### src/rtl/core/cvpm_pkg.sv
// Shared types, codes and helpers for the color vision pixel mode mapper.
package cvpm_pkg;

    localparam int STRIP_HEIGHT_DEF = 64;
    localparam int ROW_BITS_DEF     = 12;

    localparam int PIX_W      = 8;
    localparam int TOOL_SHIFT = 60;
    localparam int PIX_MAX    = 255;

    // display modes
    localparam logic [3:0] MODE_ORIG     = 4'd0;
    localparam logic [3:0] MODE_RED      = 4'd1;
    localparam logic [3:0] MODE_GREEN    = 4'd2;
    localparam logic [3:0] MODE_BLUE     = 4'd3;
    localparam logic [3:0] MODE_CONE     = 4'd4;
    localparam logic [3:0] MODE_LUMA     = 4'd5;
    localparam logic [3:0] MODE_RG_DIFF  = 4'd6;
    localparam logic [3:0] MODE_RG_AVG   = 4'd7;
    localparam logic [3:0] MODE_YB_GRAY  = 4'd8;
    localparam logic [3:0] MODE_YB_YEL   = 4'd9;
    localparam logic [3:0] MODE_R_HALF_G = 4'd10;
    localparam logic [3:0] MODE_STRIP    = 4'd11;

    // channel selectors
    localparam logic [1:0] CH_RED   = 2'd0;
    localparam logic [1:0] CH_GREEN = 2'd1;
    localparam logic [1:0] CH_BLUE  = 2'd2;

    // post tools
    localparam logic [1:0] TOOL_NONE  = 2'd0;
    localparam logic [1:0] TOOL_DARK  = 2'd1;
    localparam logic [1:0] TOOL_LIGHT = 2'd2;

    // register indexes
    localparam logic [2:0] REG_MODE          = 3'd0;
    localparam logic [2:0] REG_COLOR_PROFILE = 3'd1;
    localparam logic [2:0] REG_TOOL          = 3'd2;
    localparam logic [2:0] REG_THRESHOLD     = 3'd3;
    localparam logic [2:0] REG_SEL_RED       = 3'd4;
    localparam logic [2:0] REG_SEL_GREEN     = 3'd5;
    localparam logic [2:0] REG_SEL_BLUE      = 3'd6;
    localparam logic [2:0] REG_STRIP_OFFSET  = 3'd7;

    localparam logic [8:0] THRESHOLD_RST = 9'd20;

    typedef struct packed {
        logic [PIX_W-1:0] red;
        logic [PIX_W-1:0] green;
        logic [PIX_W-1:0] blue;
    } pix_t;

    typedef struct packed {
        logic [3:0] mode;
        logic [1:0] profile;
    } map_cfg_t;

    // (11R + 16G + 5B) / 32, truncated
    function automatic logic [PIX_W-1:0] luma(input pix_t p);
        logic [12:0] s;
        s = 13'({p.red, 3'b000}) + 13'({p.red, 1'b0}) + 13'(p.red)
          + 13'({p.green, 4'b0000})
          + 13'({p.blue, 2'b00}) + 13'(p.blue);
        return s[12:5];
    endfunction

endpackage

### src/rtl/core/cvpm_strip.sv
// Strip channel index: ((row + offset) / STRIP_HEIGHT) mod 3 over four stages.
module cvpm_strip
    import cvpm_pkg::*;
#(
    parameter int STRIP_HEIGHT = STRIP_HEIGHT_DEF,
    parameter int ROW_BITS     = ROW_BITS_DEF
)
(
    input  logic                clk,
    input  logic                en,
    input  logic [ROW_BITS-1:0] row,
    input  logic [ROW_BITS-1:0] offset,
    output logic [1:0]          strip_ch
);

    localparam int SUM_W  = ROW_BITS + 1;
    localparam int RCP    = (1 << SUM_W) / STRIP_HEIGHT;
    localparam int RCP_W  = SUM_W + 1;
    localparam int PROD_W = SUM_W + RCP_W;
    localparam int HGT_W  = 11;
    localparam int CHK_W  = SUM_W + HGT_W;
    localparam int DIG    = (SUM_W + 1) / 2;

    localparam logic [RCP_W-1:0] RCP_C = RCP_W'(RCP);
    localparam logic [CHK_W-1:0] HGT_C = CHK_W'(STRIP_HEIGHT);

    // mod 3 by summing base-4 digits (4 = 1 mod 3), then a small fold
    function automatic logic [1:0] mod3(input logic [SUM_W-1:0] v);
        logic [SUM_W:0] vx;
        logic [5:0]     s1;
        logic [3:0]     s2;
        vx = {1'b0, v};
        s1 = '0;
        for (int i = 0; i < DIG; i++) begin
            s1 = s1 + 6'(vx[2*i +: 2]);
        end
        s2 = 4'(s1[1:0]) + 4'(s1[3:2]) + 4'(s1[5:4]);
        if (s2 >= 4'd6) begin
            s2 = s2 - 4'd6;
        end
        if (s2 >= 4'd3) begin
            s2 = s2 - 4'd3;
        end
        return s2[1:0];
    endfunction

    logic [SUM_W-1:0]  sum_next, sum_reg, sum2_reg;
    logic [PROD_W-1:0] prod_next, prod_reg;
    logic [SUM_W-1:0]  q_est;
    logic [CHK_W-1:0]  back, remd;
    logic [SUM_W-1:0]  q_next, q_reg;
    logic [1:0]        ch_next, ch_reg;

    assign sum_next  = {1'b0, row} + {1'b0, offset};
    // estimate is exact or one short
    assign prod_next = {{RCP_W{1'b0}}, sum_reg} * {{SUM_W{1'b0}}, RCP_C};
    assign q_est     = prod_reg[SUM_W +: SUM_W];
    assign back      = {{HGT_W{1'b0}}, q_est} * HGT_C;
    assign remd      = {{HGT_W{1'b0}}, sum2_reg} - back;
    assign q_next    = (remd >= HGT_C) ? q_est + 1'b1 : q_est;
    assign ch_next   = mod3(q_reg);

    always_ff @(posedge clk)
    begin
        if (en)
        begin
            sum_reg  <= sum_next;
            prod_reg <= prod_next;
            sum2_reg <= sum_reg;
            q_reg    <= q_next;
            ch_reg   <= ch_next;
        end
    end

    assign strip_ch = ch_reg;

endmodule

### src/rtl/core/cvpm_mode_map.sv
// Display mode stage: maps the source pixel to the selected view.
module cvpm_mode_map
    import cvpm_pkg::*;
(
    input  logic     clk,
    input  logic     en,
    input  pix_t     pix,
    input  logic [1:0] strip_ch,
    input  map_cfg_t cfg,
    output pix_t     res
);

    function automatic logic [PIX_W-1:0] pick(input pix_t p, input logic [1:0] sel);
        logic [PIX_W-1:0] v;
        unique case (sel)
            CH_RED:   v = p.red;
            CH_GREEN: v = p.green;
            CH_BLUE:  v = p.blue;
            default:  v = '0;
        endcase
        return v;
    endfunction

    function automatic logic [PIX_W-1:0] sub_clamp(input logic [PIX_W-1:0] a,
                                                   input logic [PIX_W-1:0] b);
        return (a > b) ? a - b : '0;
    endfunction

    logic [PIX_W:0]   rg_sum;
    logic [PIX_W-1:0] rg_avg, yb, gray;
    pix_t             res_next, res_reg;

    assign rg_sum = {1'b0, pix.red} + {1'b0, pix.green};
    assign rg_avg = rg_sum[PIX_W:1];
    assign yb     = sub_clamp(rg_avg, pix.blue);

    always_comb
    begin
        gray     = '0;
        res_next = pix;
        unique case (cfg.mode)
            MODE_ORIG:     res_next = pix;
            MODE_RED:      res_next = '{red: pix.red, green: '0, blue: '0};
            MODE_GREEN:    res_next = '{red: '0, green: pix.green, blue: '0};
            MODE_BLUE:     res_next = '{red: '0, green: '0, blue: pix.blue};
            MODE_CONE:
            begin
                gray     = pick(pix, cfg.profile);
                res_next = '{red: gray, green: gray, blue: gray};
            end
            MODE_LUMA:
            begin
                gray     = luma(pix);
                res_next = '{red: gray, green: gray, blue: gray};
            end
            MODE_RG_DIFF:
            begin
                gray     = sub_clamp(pix.red, pix.green);
                res_next = '{red: gray, green: gray, blue: gray};
            end
            MODE_RG_AVG:   res_next = '{red: rg_avg, green: rg_avg, blue: '0};
            MODE_YB_GRAY:  res_next = '{red: yb, green: yb, blue: yb};
            MODE_YB_YEL:   res_next = '{red: yb, green: yb, blue: '0};
            MODE_R_HALF_G:
            begin
                gray     = sub_clamp(pix.red, {1'b0, pix.green[PIX_W-1:1]});
                res_next = '{red: gray, green: gray, blue: gray};
            end
            MODE_STRIP:
            begin
                gray     = pick(pix, strip_ch);
                res_next = '{red: gray, green: gray, blue: gray};
            end
            default:       res_next = pix;
        endcase
    end

    always_ff @(posedge clk)
    begin
        if (en)
        begin
            res_reg <= res_next;
        end
    end

    assign res = res_reg;

endmodule

### src/rtl/core/cvpm_tool.sv
// Dark/light tool stage: replaces unlike pixels with shifted, clamped gray.
module cvpm_tool
    import cvpm_pkg::*;
(
    input  logic       clk,
    input  logic       en,
    input  pix_t       pix,
    input  logic       unlike,
    input  logic [1:0] tool,
    output pix_t       res
);

    logic [PIX_W-1:0] gy, shifted;
    logic [PIX_W:0]   up;
    pix_t             res_next, res_reg;

    assign gy = luma(pix);
    assign up = {1'b0, gy} + (PIX_W+1)'(TOOL_SHIFT);

    always_comb
    begin
        shifted  = gy;
        res_next = pix;
        unique case (tool)
            TOOL_DARK:
            begin
                shifted = (gy > PIX_W'(TOOL_SHIFT)) ? gy - PIX_W'(TOOL_SHIFT) : '0;
                if (unlike)
                begin
                    res_next = '{red: shifted, green: shifted, blue: shifted};
                end
            end
            TOOL_LIGHT:
            begin
                shifted = (up > (PIX_W+1)'(PIX_MAX)) ? PIX_W'(PIX_MAX) : up[PIX_W-1:0];
                if (unlike)
                begin
                    res_next = '{red: shifted, green: shifted, blue: shifted};
                end
            end
            default:    res_next = pix;
        endcase
    end

    always_ff @(posedge clk)
    begin
        if (en)
        begin
            res_reg <= res_next;
        end
    end

    assign res = res_reg;

endmodule

### src/rtl/core/color_vision_pixel_mode_mapper_top.sv
// Top level of the color vision pixel mode mapper: config, pipeline control, stages.
// Depth: six register stages from request accept to result on m_tdata.
// Throughput: one pixel per cycle; the whole pipe advances when the output slot is
//   empty or taken, so a stall on m_tready freezes every stage without loss.
// Reset: rst_n async, active low; clears all valid bits and the config registers
//   (threshold resets to 20, everything else to 0). No clearing pass is needed.
module color_vision_pixel_mode_mapper_top
    import cvpm_pkg::*;
#(
    parameter int STRIP_HEIGHT = STRIP_HEIGHT_DEF,
    parameter int ROW_BITS     = ROW_BITS_DEF
)
(
    input  logic clk,
    input  logic rst_n,

    // request side
    input  logic s_tvalid,
    output logic s_tready,
    // [7:0] in_red, [15:8] in_green, [23:16] in_blue, [23+ROW_BITS:24] row, rest zero
    input  logic [((24 + ROW_BITS + 7) / 8) * 8 - 1:0] s_tdata,

    // result side
    output logic        m_tvalid,
    input  logic        m_tready,
    // [7:0] out_red, [15:8] out_green, [23:16] out_blue
    output logic [23:0] m_tdata,

    // configuration write port
    input  logic        cfg_wr_en,
    input  logic [2:0]  cfg_addr,
    input  logic [(ROW_BITS > 9 ? ROW_BITS : 9) - 1:0] cfg_wdata
);

    localparam int STAGES = 6;

    // ------------------------------------------------------------------
    // Configuration registers
    // ------------------------------------------------------------------
    logic [3:0]          mode_reg;
    logic [1:0]          profile_reg;
    logic [1:0]          tool_reg;
    logic [8:0]          thresh_reg;
    logic [PIX_W-1:0]    sel_red_reg, sel_green_reg, sel_blue_reg;
    logic [ROW_BITS-1:0] offset_reg;

    always_ff @(posedge clk or negedge rst_n)
    begin
        if (!rst_n)
        begin
            mode_reg      <= MODE_ORIG;
            profile_reg   <= CH_RED;
            tool_reg      <= TOOL_NONE;
            thresh_reg    <= THRESHOLD_RST;
            sel_red_reg   <= '0;
            sel_green_reg <= '0;
            sel_blue_reg  <= '0;
            offset_reg    <= '0;
        end
        else if (cfg_wr_en)
        begin
            unique case (cfg_addr)
                REG_MODE:          mode_reg      <= cfg_wdata[3:0];
                REG_COLOR_PROFILE: profile_reg   <= cfg_wdata[1:0];
                REG_TOOL:          tool_reg      <= cfg_wdata[1:0];
                REG_THRESHOLD:     thresh_reg    <= cfg_wdata[8:0];
                REG_SEL_RED:       sel_red_reg   <= cfg_wdata[7:0];
                REG_SEL_GREEN:     sel_green_reg <= cfg_wdata[7:0];
                REG_SEL_BLUE:      sel_blue_reg  <= cfg_wdata[7:0];
                REG_STRIP_OFFSET:  offset_reg    <= cfg_wdata[ROW_BITS-1:0];
            endcase
        end
    end

    // ------------------------------------------------------------------
    // Pipeline control: one global advance, valid bits travel with data
    // ------------------------------------------------------------------
    logic              en;
    logic [STAGES-1:0] vld_reg;

    assign en       = !vld_reg[STAGES-1] || m_tready;
    assign s_tready = en;
    assign m_tvalid = vld_reg[STAGES-1];

    always_ff @(posedge clk or negedge rst_n)
    begin
        if (!rst_n)
        begin
            vld_reg <= '0;
        end
        else if (en)
        begin
            vld_reg <= {vld_reg[STAGES-2:0], s_tvalid};
        end
    end

    // ------------------------------------------------------------------
    // Input unpack
    // ------------------------------------------------------------------
    pix_t                in_pix;
    logic [ROW_BITS-1:0] in_row;

    assign in_pix = '{red:   s_tdata[7:0],
                      green: s_tdata[15:8],
                      blue:  s_tdata[23:16]};
    assign in_row = s_tdata[24 +: ROW_BITS];

    // ------------------------------------------------------------------
    // Pixel carry (stages 1..4) and the distance check for the tool.
    // Stage 1 holds the per-channel distances, stage 2 the compare result,
    // which then rides along to the tool stage.
    // ------------------------------------------------------------------
    pix_t             pix_reg [4];
    logic [PIX_W-1:0] dr_next, dg_next, db_next;
    logic [PIX_W-1:0] dr_reg, dg_reg, db_reg;
    logic [PIX_W+1:0] dist_sum;
    logic             unl_next;
    logic [3:0]       unl_reg;

    assign dr_next = (in_pix.red > sel_red_reg) ? in_pix.red - sel_red_reg
                                                : sel_red_reg - in_pix.red;
    assign dg_next = (in_pix.green > sel_green_reg) ? in_pix.green - sel_green_reg
                                                    : sel_green_reg - in_pix.green;
    assign db_next = (in_pix.blue > sel_blue_reg) ? in_pix.blue - sel_blue_reg
                                                  : sel_blue_reg - in_pix.blue;
    assign dist_sum = (PIX_W+2)'(dr_reg) + (PIX_W+2)'(dg_reg) + (PIX_W+2)'(db_reg);
    assign unl_next = dist_sum > (PIX_W+2)'(thresh_reg);

    always_ff @(posedge clk)
    begin
        if (en)
        begin
            pix_reg[0] <= in_pix;
            pix_reg[1] <= pix_reg[0];
            pix_reg[2] <= pix_reg[1];
            pix_reg[3] <= pix_reg[2];
            dr_reg     <= dr_next;
            dg_reg     <= dg_next;
            db_reg     <= db_next;
            unl_reg    <= {unl_reg[2:0], unl_next};
        end
    end

    // ------------------------------------------------------------------
    // Strip channel: sum, reciprocal multiply, correction, mod 3 (stages 1..4)
    // ------------------------------------------------------------------
    logic [1:0] strip_ch;

    cvpm_strip #(
        .STRIP_HEIGHT (STRIP_HEIGHT),
        .ROW_BITS     (ROW_BITS)
    ) u_strip (
        .clk      (clk),
        .en       (en),
        .row      (in_row),
        .offset   (offset_reg),
        .strip_ch (strip_ch)
    );

    // ------------------------------------------------------------------
    // Mode map (stage 5) and tool (stage 6, output register)
    // ------------------------------------------------------------------
    map_cfg_t map_cfg;
    pix_t     mapped, result;

    assign map_cfg = '{mode: mode_reg, profile: profile_reg};

    cvpm_mode_map u_mode_map (
        .clk      (clk),
        .en       (en),
        .pix      (pix_reg[3]),
        .strip_ch (strip_ch),
        .cfg      (map_cfg),
        .res      (mapped)
    );

    cvpm_tool u_tool (
        .clk    (clk),
        .en     (en),
        .pix    (mapped),
        .unlike (unl_reg[3]),
        .tool   (tool_reg),
        .res    (result)
    );

    assign m_tdata = {result.blue, result.green, result.red};

endmodule

### config.mk
export PLATFORM = sky130hd
export DESIGN_NAME = color_vision_pixel_mode_mapper_top
export DESIGN_NICKNAME = d
export VERILOG_FILES = /design/src/rtl/core/cvpm_pkg.sv /design/src/rtl/core/cvpm_strip.sv /design/src/rtl/core/cvpm_mode_map.sv /design/src/rtl/core/cvpm_tool.sv /design/src/rtl/core/color_vision_pixel_mode_mapper_top.sv
export SDC_FILE = /design/constraint.sdc
export NUM_CORES = 1
export LEC_CHECK = 0
export BUFFER_PORTS_ARGS = -buffer_cell sky130_fd_sc_hd__buf_4
export CAP_MARGIN = 20
export CORE_MARGIN = 2
export CORE_UTILIZATION = 45
export CTS_CLUSTER_SIZE = 12
export DETAILED_ROUTE_END_ITERATION = 7
export PLACE_DENSITY = 0.63
export SYNTH_ARGS = -nofsm -noshare
export SYNTH_HDL_FRONTEND = slang
export SYNTH_SLANG_ARGS = --single-unit
export TNS_END_PERCENT = 100
### constraint.sdc
create_clock -name clk -period 10.95 [get_ports clk]
set_clock_uncertainty 0.1 [all_clocks]
set_input_delay 2.19 -clock clk [delete_from_list [all_inputs] [get_ports clk]]
set_output_delay 2.19 -clock clk [all_outputs]
set_load 0.01 [all_outputs]
==> results.md, run 1 <==
- Status: finished clean
- Slew @ Worst Pin: 0.915 ns
- Post-DP HPWL: 29100 um
- Vias in the first global route: 11500
- Die width: 198 um
- Routability Congestion: 0.917
- Max Cap Viol: 0
- CTS-repair resized insts: 0
- Mapped cell area: 16900 um^2
- #FFs+latches synth: 254
- HP Class: reg -> reg
- Core region area: 36800 um^2
- Tmin final: 6.44 ns
- Startpoint Class: register
- I/O Buffers: 81
- CTS tree: done
- Number of synthesized flops with an enable pin: 195
- Crit-path max FO: 6
- Drt first pass iters: 5
- Die Y: 198 um
- Netlist cell types: 88
- Clk_lat worst skew: 0.55 ns
- Fin crit share: 0.588
- Synth async-reset ratio: 0.232
- Worst setup EP type: register
- Hold Vio Cnt, Final: 0
- Initial antenna violation count: 2
- Mapped Cells: 1508
- CP Class: reg -> reg
- Nets: 1870
- Most frequent cell after synthesis: edfxtp_1
- Synth top area share: 0.347
- Worst Hold End: pix_reg[2][0]
- Final setup viols: 0
- Seq/Total Area, Yosys: 0.434
- Synth area leader: edfxtp_1
- Critical Path RT: 11.24 ns
- Synth Area per Inst: 11.2 um^2
- Post-CTS setup buffers: 0
- CTS Sinks: 254
- Hold Path Depth: 0
- Initial core utilization: 0.459
- Gr ovfl total: 0
- RSZ-0062 raised after global routing: no
- Synth warnings: 0
- Worst Reg2Reg Path Length in Cells: 23
- Antenna Cells: 0
- Clock Root Buffer: clkbuf_16
- Worst slew margin: 0.390
- Slew Viols, Final: 0
- I/O pin cnt: 86
- Wire per inst: 18.4 um
- Worst-path clk slew: 0.06 ns
- Antenna Nets Post-Route: 0
- Top post-synthesis cells by area: edfxtp_1, ha_1, dfrtp_1, fa_1, inv_1
- Setup TNS: 0 ns
- Min-delay src: pix_reg[1][0]
- Global-route wire length before repair: 62700 um
- Max FFs per register: 96
- Drc violations: 0
- Initial DRC Count: 731
- R2r setup slk: 4.51 ns
- R2r endpoint: u_tool.res[12]
- Total number of vias: 11200
- FP Rows: 70
- Total Routing Usage GR: 0.206
- WHS: 0.315 ns
- Maximum clock path buffer count: 3
- Critical Path AT: 6.73 ns
- Die area: 39100 um^2
- Clock buffer count from CTS: 29
- H-tree Lvls: 1
- DRT Wirelength: 38300 um
- Share of layout cells above drive strength 1: 0.121
- Synth Net Count: 1791
- Max Clk Rate: 0.155 GHz
- Dominant synthesized flop cell: edfxtp_1
- Cts hold-fix bufs: 0
- Footprint of the multi-input gates: 8680 um^2
- Fill cells: 3261
- FF+latch area: 7330 um^2
- Vias per inst: 5.41
- Largest net degree at the start of global routing: 177
- R2R Path Start: u_mode_map.res[17]
- Commonest cells in the netlist: edfxtp_1, inv_1, ha_1
- Layout area overhead: 11.8%
## layer usage
metal / up-vias / global-route usage / wire length, um
met5: - / 0 / 20
met4: 4 / 0.0496 / 817
met3: 48 / 0.0249 / 1610
met2: 228 / 0.352 / 18300
met1: 5414 / 0.281 / 17500
li1: 5535 / - / -
## layout by cell type, fill, tap and decap left out, types with 8 or more instances in the layout
| master | netlist | final |
|---|---|---|
| mux2_2 | 48 | 48 |
| clkbuf_1 | 25 | 8 |
| buf_4 | 0 | 84 |
| dfrtp_1 | 57 | 57 |
| o21a_1 | 17 | 17 |
| edfxtp_1 | 195 | 195 |
| a221oi_1 | 8 | 8 |
| nand2b_1 | 12 | 11 |
| nand2_1 | 86 | 86 |
| xor2_1 | 25 | 25 |
| xnor2_1 | 42 | 42 |
| a22oi_1 | 9 | 9 |
| a21o_1 | 28 | 28 |
| inv_1 | 192 | 192 |
| a21boi_1 | 8 | 8 |
| o211ai_1 | 13 | 13 |
| nand3_1 | 23 | 23 |
| fa_1 | 65 | 65 |
| and2_1 | 8 | 8 |
| nand4_1 | 16 | 16 |
| o21ai_1 | 19 | 19 |
| o21bai_1 | 15 | 15 |
| ha_1 | 158 | 158 |
| nor3_1 | 20 | 20 |
| nor2b_1 | 22 | 22 |
| a211oi_1 | 11 | 11 |
| mux2i_1 | 40 | 40 |
| clkbuf_16 | 0 | 29 |
| nor3b_1 | 9 | 9 |
| nor2_1 | 79 | 79 |
| a21oi_1 | 71 | 71 |
| o21ai_0 | 61 | 61 |
## cell families (layout without fill, tap and decap cells)
logic type	count (synthesis)	count (layout)	synth area share
fa+ha+maj	223	223	0.194
mux	88	88	0.0557
xor+xnor	71	71	0.0393
flops	254	254	0.434
simple gates	321	321	0.0954
compound gates	321	321	0.129
buf+inv	230	330	0.0524
## cell type report
cell class	count	share of cell area
tap	468	0.0310
timing repair buffer	85	0.0345
clock buffer	37	0.0400
multi-input combinational	1024	0.459
clock inverter	15	0.00822
inverter	193	0.0384
sequential	254	0.388
## worst max-delay path, cell delays in order, from the launching register on
cell and delay, ns:
edfxtp_1 0.45, ha_1 0.32, a21o_1 0.18, a21oi_1 0.24, xnor2_1 0.17, fa_1 0.46, fa_1 0.51, inv_1 0.05
fa_1 0.49, inv_1 0.04, ha_1 0.34, nand3_1 0.11, nand2_1 0.22, nor3_4 0.36, inv_1 0.07, a21oi_1 0.18
xnor2_1 0.18, ha_1 0.34, nand2_1 0.08, nor3_1 0.18, nand4_1 0.24, a32oi_1 0.48, a22o_1 0.29, a21boi_1 0.21
## worst max path at each step
stage | start | end | slack, ns | cells past startpoint
floorplan | m_tready | s_tready | 0.85 | 2
global placement | u_mode_map.res[17] | u_tool.res[15] | 4.64 | 23
detailed placement | u_mode_map.res[17] | u_tool.res[7] | 4.59 | 23
CTS | u_mode_map.res[17] | u_tool.res[7] | 4.57 | 23
global route | u_mode_map.res[18] | u_tool.res[10] | 4.09 | 23
finish | u_mode_map.res[17] | u_tool.res[12] | 4.51 | 23
## per-stage QoR
step                      utilization  instances  area, um^2  worst slack [ns]
after floorplan                     -       1508       16900             0.852
after global placement          0.489       2024       18000              4.64
after detailed placement        0.489       2024       18000              4.59
after CTS                       0.513       2076       18900              4.57
after global routing            0.513       2076       18900              4.09
final                           0.513       2076       18900              4.51
Power of run 1 is not shown: default switching activity piles up to over one toggle a cycle in this logic, so the estimate is an artifact.
==> run 2, diff against run 1 <==
==> constraint.sdc (replaced) <==
create_clock -name clk -period 6.3 [get_ports clk]
set_clock_uncertainty 0.1 [all_clocks]
set_input_delay 1.26 -clock clk [delete_from_list [all_inputs] [get_ports clk]]
set_output_delay 1.26 -clock clk [all_outputs]
set_load 0.01 [all_outputs]
==> run 2 against run 1 <==
  * Highest routed layer unchanged
  * Sequential share of layout area down 0.22 points
  * Non-clock buffer count up 14
  * Utilization up 0.29 points
  * Final cell count up 0.67%
  * Setup slack worse by 4.2 ns
  * Largest cell class unchanged
  * Hold slack worse by 0.013 ns
  * Wire length about the same
  * Register-to-register slack worse by 4.2 ns
==> results.md, run 2 (synthesis gave the netlist of run 1 again) <==
- Max FFs per register: 96 (unchanged)
- Most frequent cells in the layout: edfxtp_1, inv_1, ha_1
- Critical Path AT: 6.28 ns (-0.45 ns)
- Fin crit share: 0.950 (+0.362)
- Final Core Density: 0.516 (+0.00286)
- Post-DP HPWL: 29100 um (-0.28%)
- Max Clk Rate: 0.167 GHz (+7.5%)
- Final setup viols: 0 (unchanged)
- Max Cap Viol: 0 (unchanged)
- Cts hold-fix bufs: 0 (unchanged)
- Total number of vias: 11500 (+2.2%)
- Crit-path cells: ha_1, inv_1, fa_1, inv_1, fa_1, fa_1, inv_1, fa_1, inv_1, ha_1, and2_0, and4_2, nor3_4, inv_1, a21oi_1, xnor2_1, ha_1, nand2_1, nor3_2, nand4_1, or4b_1, a31o_1, a22oi_1
- Tmin final: 5.99 ns (-0.450 ns)
- H-tree Lvls: 1 (unchanged)
- Slew Viols, Final: 0 (unchanged)
- I/O Buffers: 81 (unchanged)
- Status: finished clean
- Clk_lat worst skew: 0.55 ns (about the same)
- Gr ovfl total: 0 (unchanged)
- Worst path slowest cell: or4b_1
- Vias per inst: 5.49 (+1.5%)
- Worst setup EP type: register
- Vias in the first global route: 11300 (-1.6%)
- CP Class: reg -> reg
- Largest net degree at the start of global routing: 152 (-14%)
- Share of layout cells above drive strength 1: 0.130 (+0.00882)
- Die width: 198 um (unchanged)
- Initial antenna violation count: 1 (-1)
- Clock buffer count from CTS: 28 (-3.4%)
- Global-route wire length before repair: 61900 um (-1.2%)
- Core region area: 36800 um^2 (unchanged)
- Wire per inst: 18.3 um (-0.65%)
- Critical Path RT: 6.59 ns (-4.65 ns)
- I/O pin cnt: 86 (unchanged)
- Die Y: 198 um (unchanged)
- Clock Root Buffer: clkbuf_16
- Worst-path clk slew: 0.06 ns (about the same)
- Nets: 1883 (+0.70%)
- Setup TNS: 0 ns (unchanged)
- Drc violations: 0 (unchanged)
- Cell with the most instances on the worst path: inv_1
- Routability Congestion: 0.899 (-2.0%)
- Slew @ Worst Pin: 0.884 ns (-0.0314 ns)
- Crit-path max FO: 7 (+1)
- Drt first pass iters: 5 (unchanged)
- Maximum clock path buffer count: 3 (unchanged)
- Antenna Nets Post-Route: 0 (unchanged)
- Max stage delay on crit path: 0.56 ns (+0.05 ns)
- Fill cells: 3293 (+0.98%)
- DRT Wirelength: 38300 um (about the same)
- Antenna Cells: 0 (unchanged)
- Layout area overhead: 12.4%
- CTS tree: done
- Die area: 39100 um^2 (unchanged)
- FP Rows: 70 (unchanged)
- Total Routing Usage GR: 0.203 (-0.00269)
- CTS Sinks: 254 (unchanged)
- Hold Vio Cnt, Final: 0 (unchanged)
- Startpoint Class: register
- Worst slew margin: 0.409 (+0.0192)
- Initial DRC Count: 774 (+5.9%)
- HP Class: reg -> reg
- Initial core utilization: 0.459 (unchanged)
- Most common cell after layout, fill and taps aside: edfxtp_1
-- run 2: changes by cell type in the layout (fill, tap and decap cells not counted), moves of 2 or more --
cell	delta
buf_4	+13
clkbuf_1	+3
clkbuf_8	+3
clkinv_1	-3
clkinvlp_4	-2
-- run 2: layer usage --
| layer | global-route usage | part of all wire | up-vias |
|---|---|---|---|
| met3 | 0.0262 | 0.045 | 62 |
| met1 | 0.276 | 0.45 | 5583 |
| met5 | 0 | 0.00037 | - |
| met2 | 0.342 | 0.48 | 258 |
| li1 | - | - | 5572 |
| met4 | 0.0604 | 0.025 | 2 |
-- run 2: what timing repair did --
item	4_1_cts	5_1_grt
setup buffers	0	4
setup endpoints to repair	0	20
resized for setup	0	2
-- run 2: worst max-delay path: cells and delay by family (launching register included) --
kind,cells,cell delay (ns)
simple gates,7,1.62
compound gates,3,0.59
flops,1,0.44
fa+ha+maj,7,2.60
xor+xnor,1,0.18
buf+inv,5,0.30
-- run 2: worst paths after layout --
path	from	to	slack [ns]	depth (start not counted)
min	pix_reg[2][6]	pix_reg[3][6]	0.30	0
max reg2reg	u_mode_map.res[16]	u_tool.res[15]	0.31	23
min reg2reg	pix_reg[2][6]	pix_reg[3][6]	0.30	0
max	u_mode_map.res[16]	u_tool.res[15]	0.31	23
min in group asynchronous	rst_n	offset_reg[5]	0.72	1
max in group asynchronous	rst_n	profile_reg[0]	4.83	1
-- run 2: layout make-up --
type | count | area [um^2] | share of cell area
clock buffer | 43 | 808 | 0.0426
clock inverter | 9 | 98.8 | 0.00521
inverter | 193 | 724 | 0.0382
multi-input combinational | 1024 | 8680 | 0.457
sequential | 254 | 7330 | 0.386
tap | 468 | 586 | 0.0308
timing repair buffer | 99 | 753 | 0.0397
-- run 2: per-stage QoR --
step	cell area, um^2	cells	hold WS (ns)	setup slack [ns]
3_5_place_dp	18000	2033	0.305	0.169
6_report	19000	2090	0.301	0.313
4_1_cts	18900	2085	0.303	0.146
5_1_grt	19000	2090	0.295	-0.00709
3_3_place_gp	18000	2033	0.300	0.262
2_1_floorplan	16900	1508	0.300	0.584
Power of run 2 is left out for the same reason.
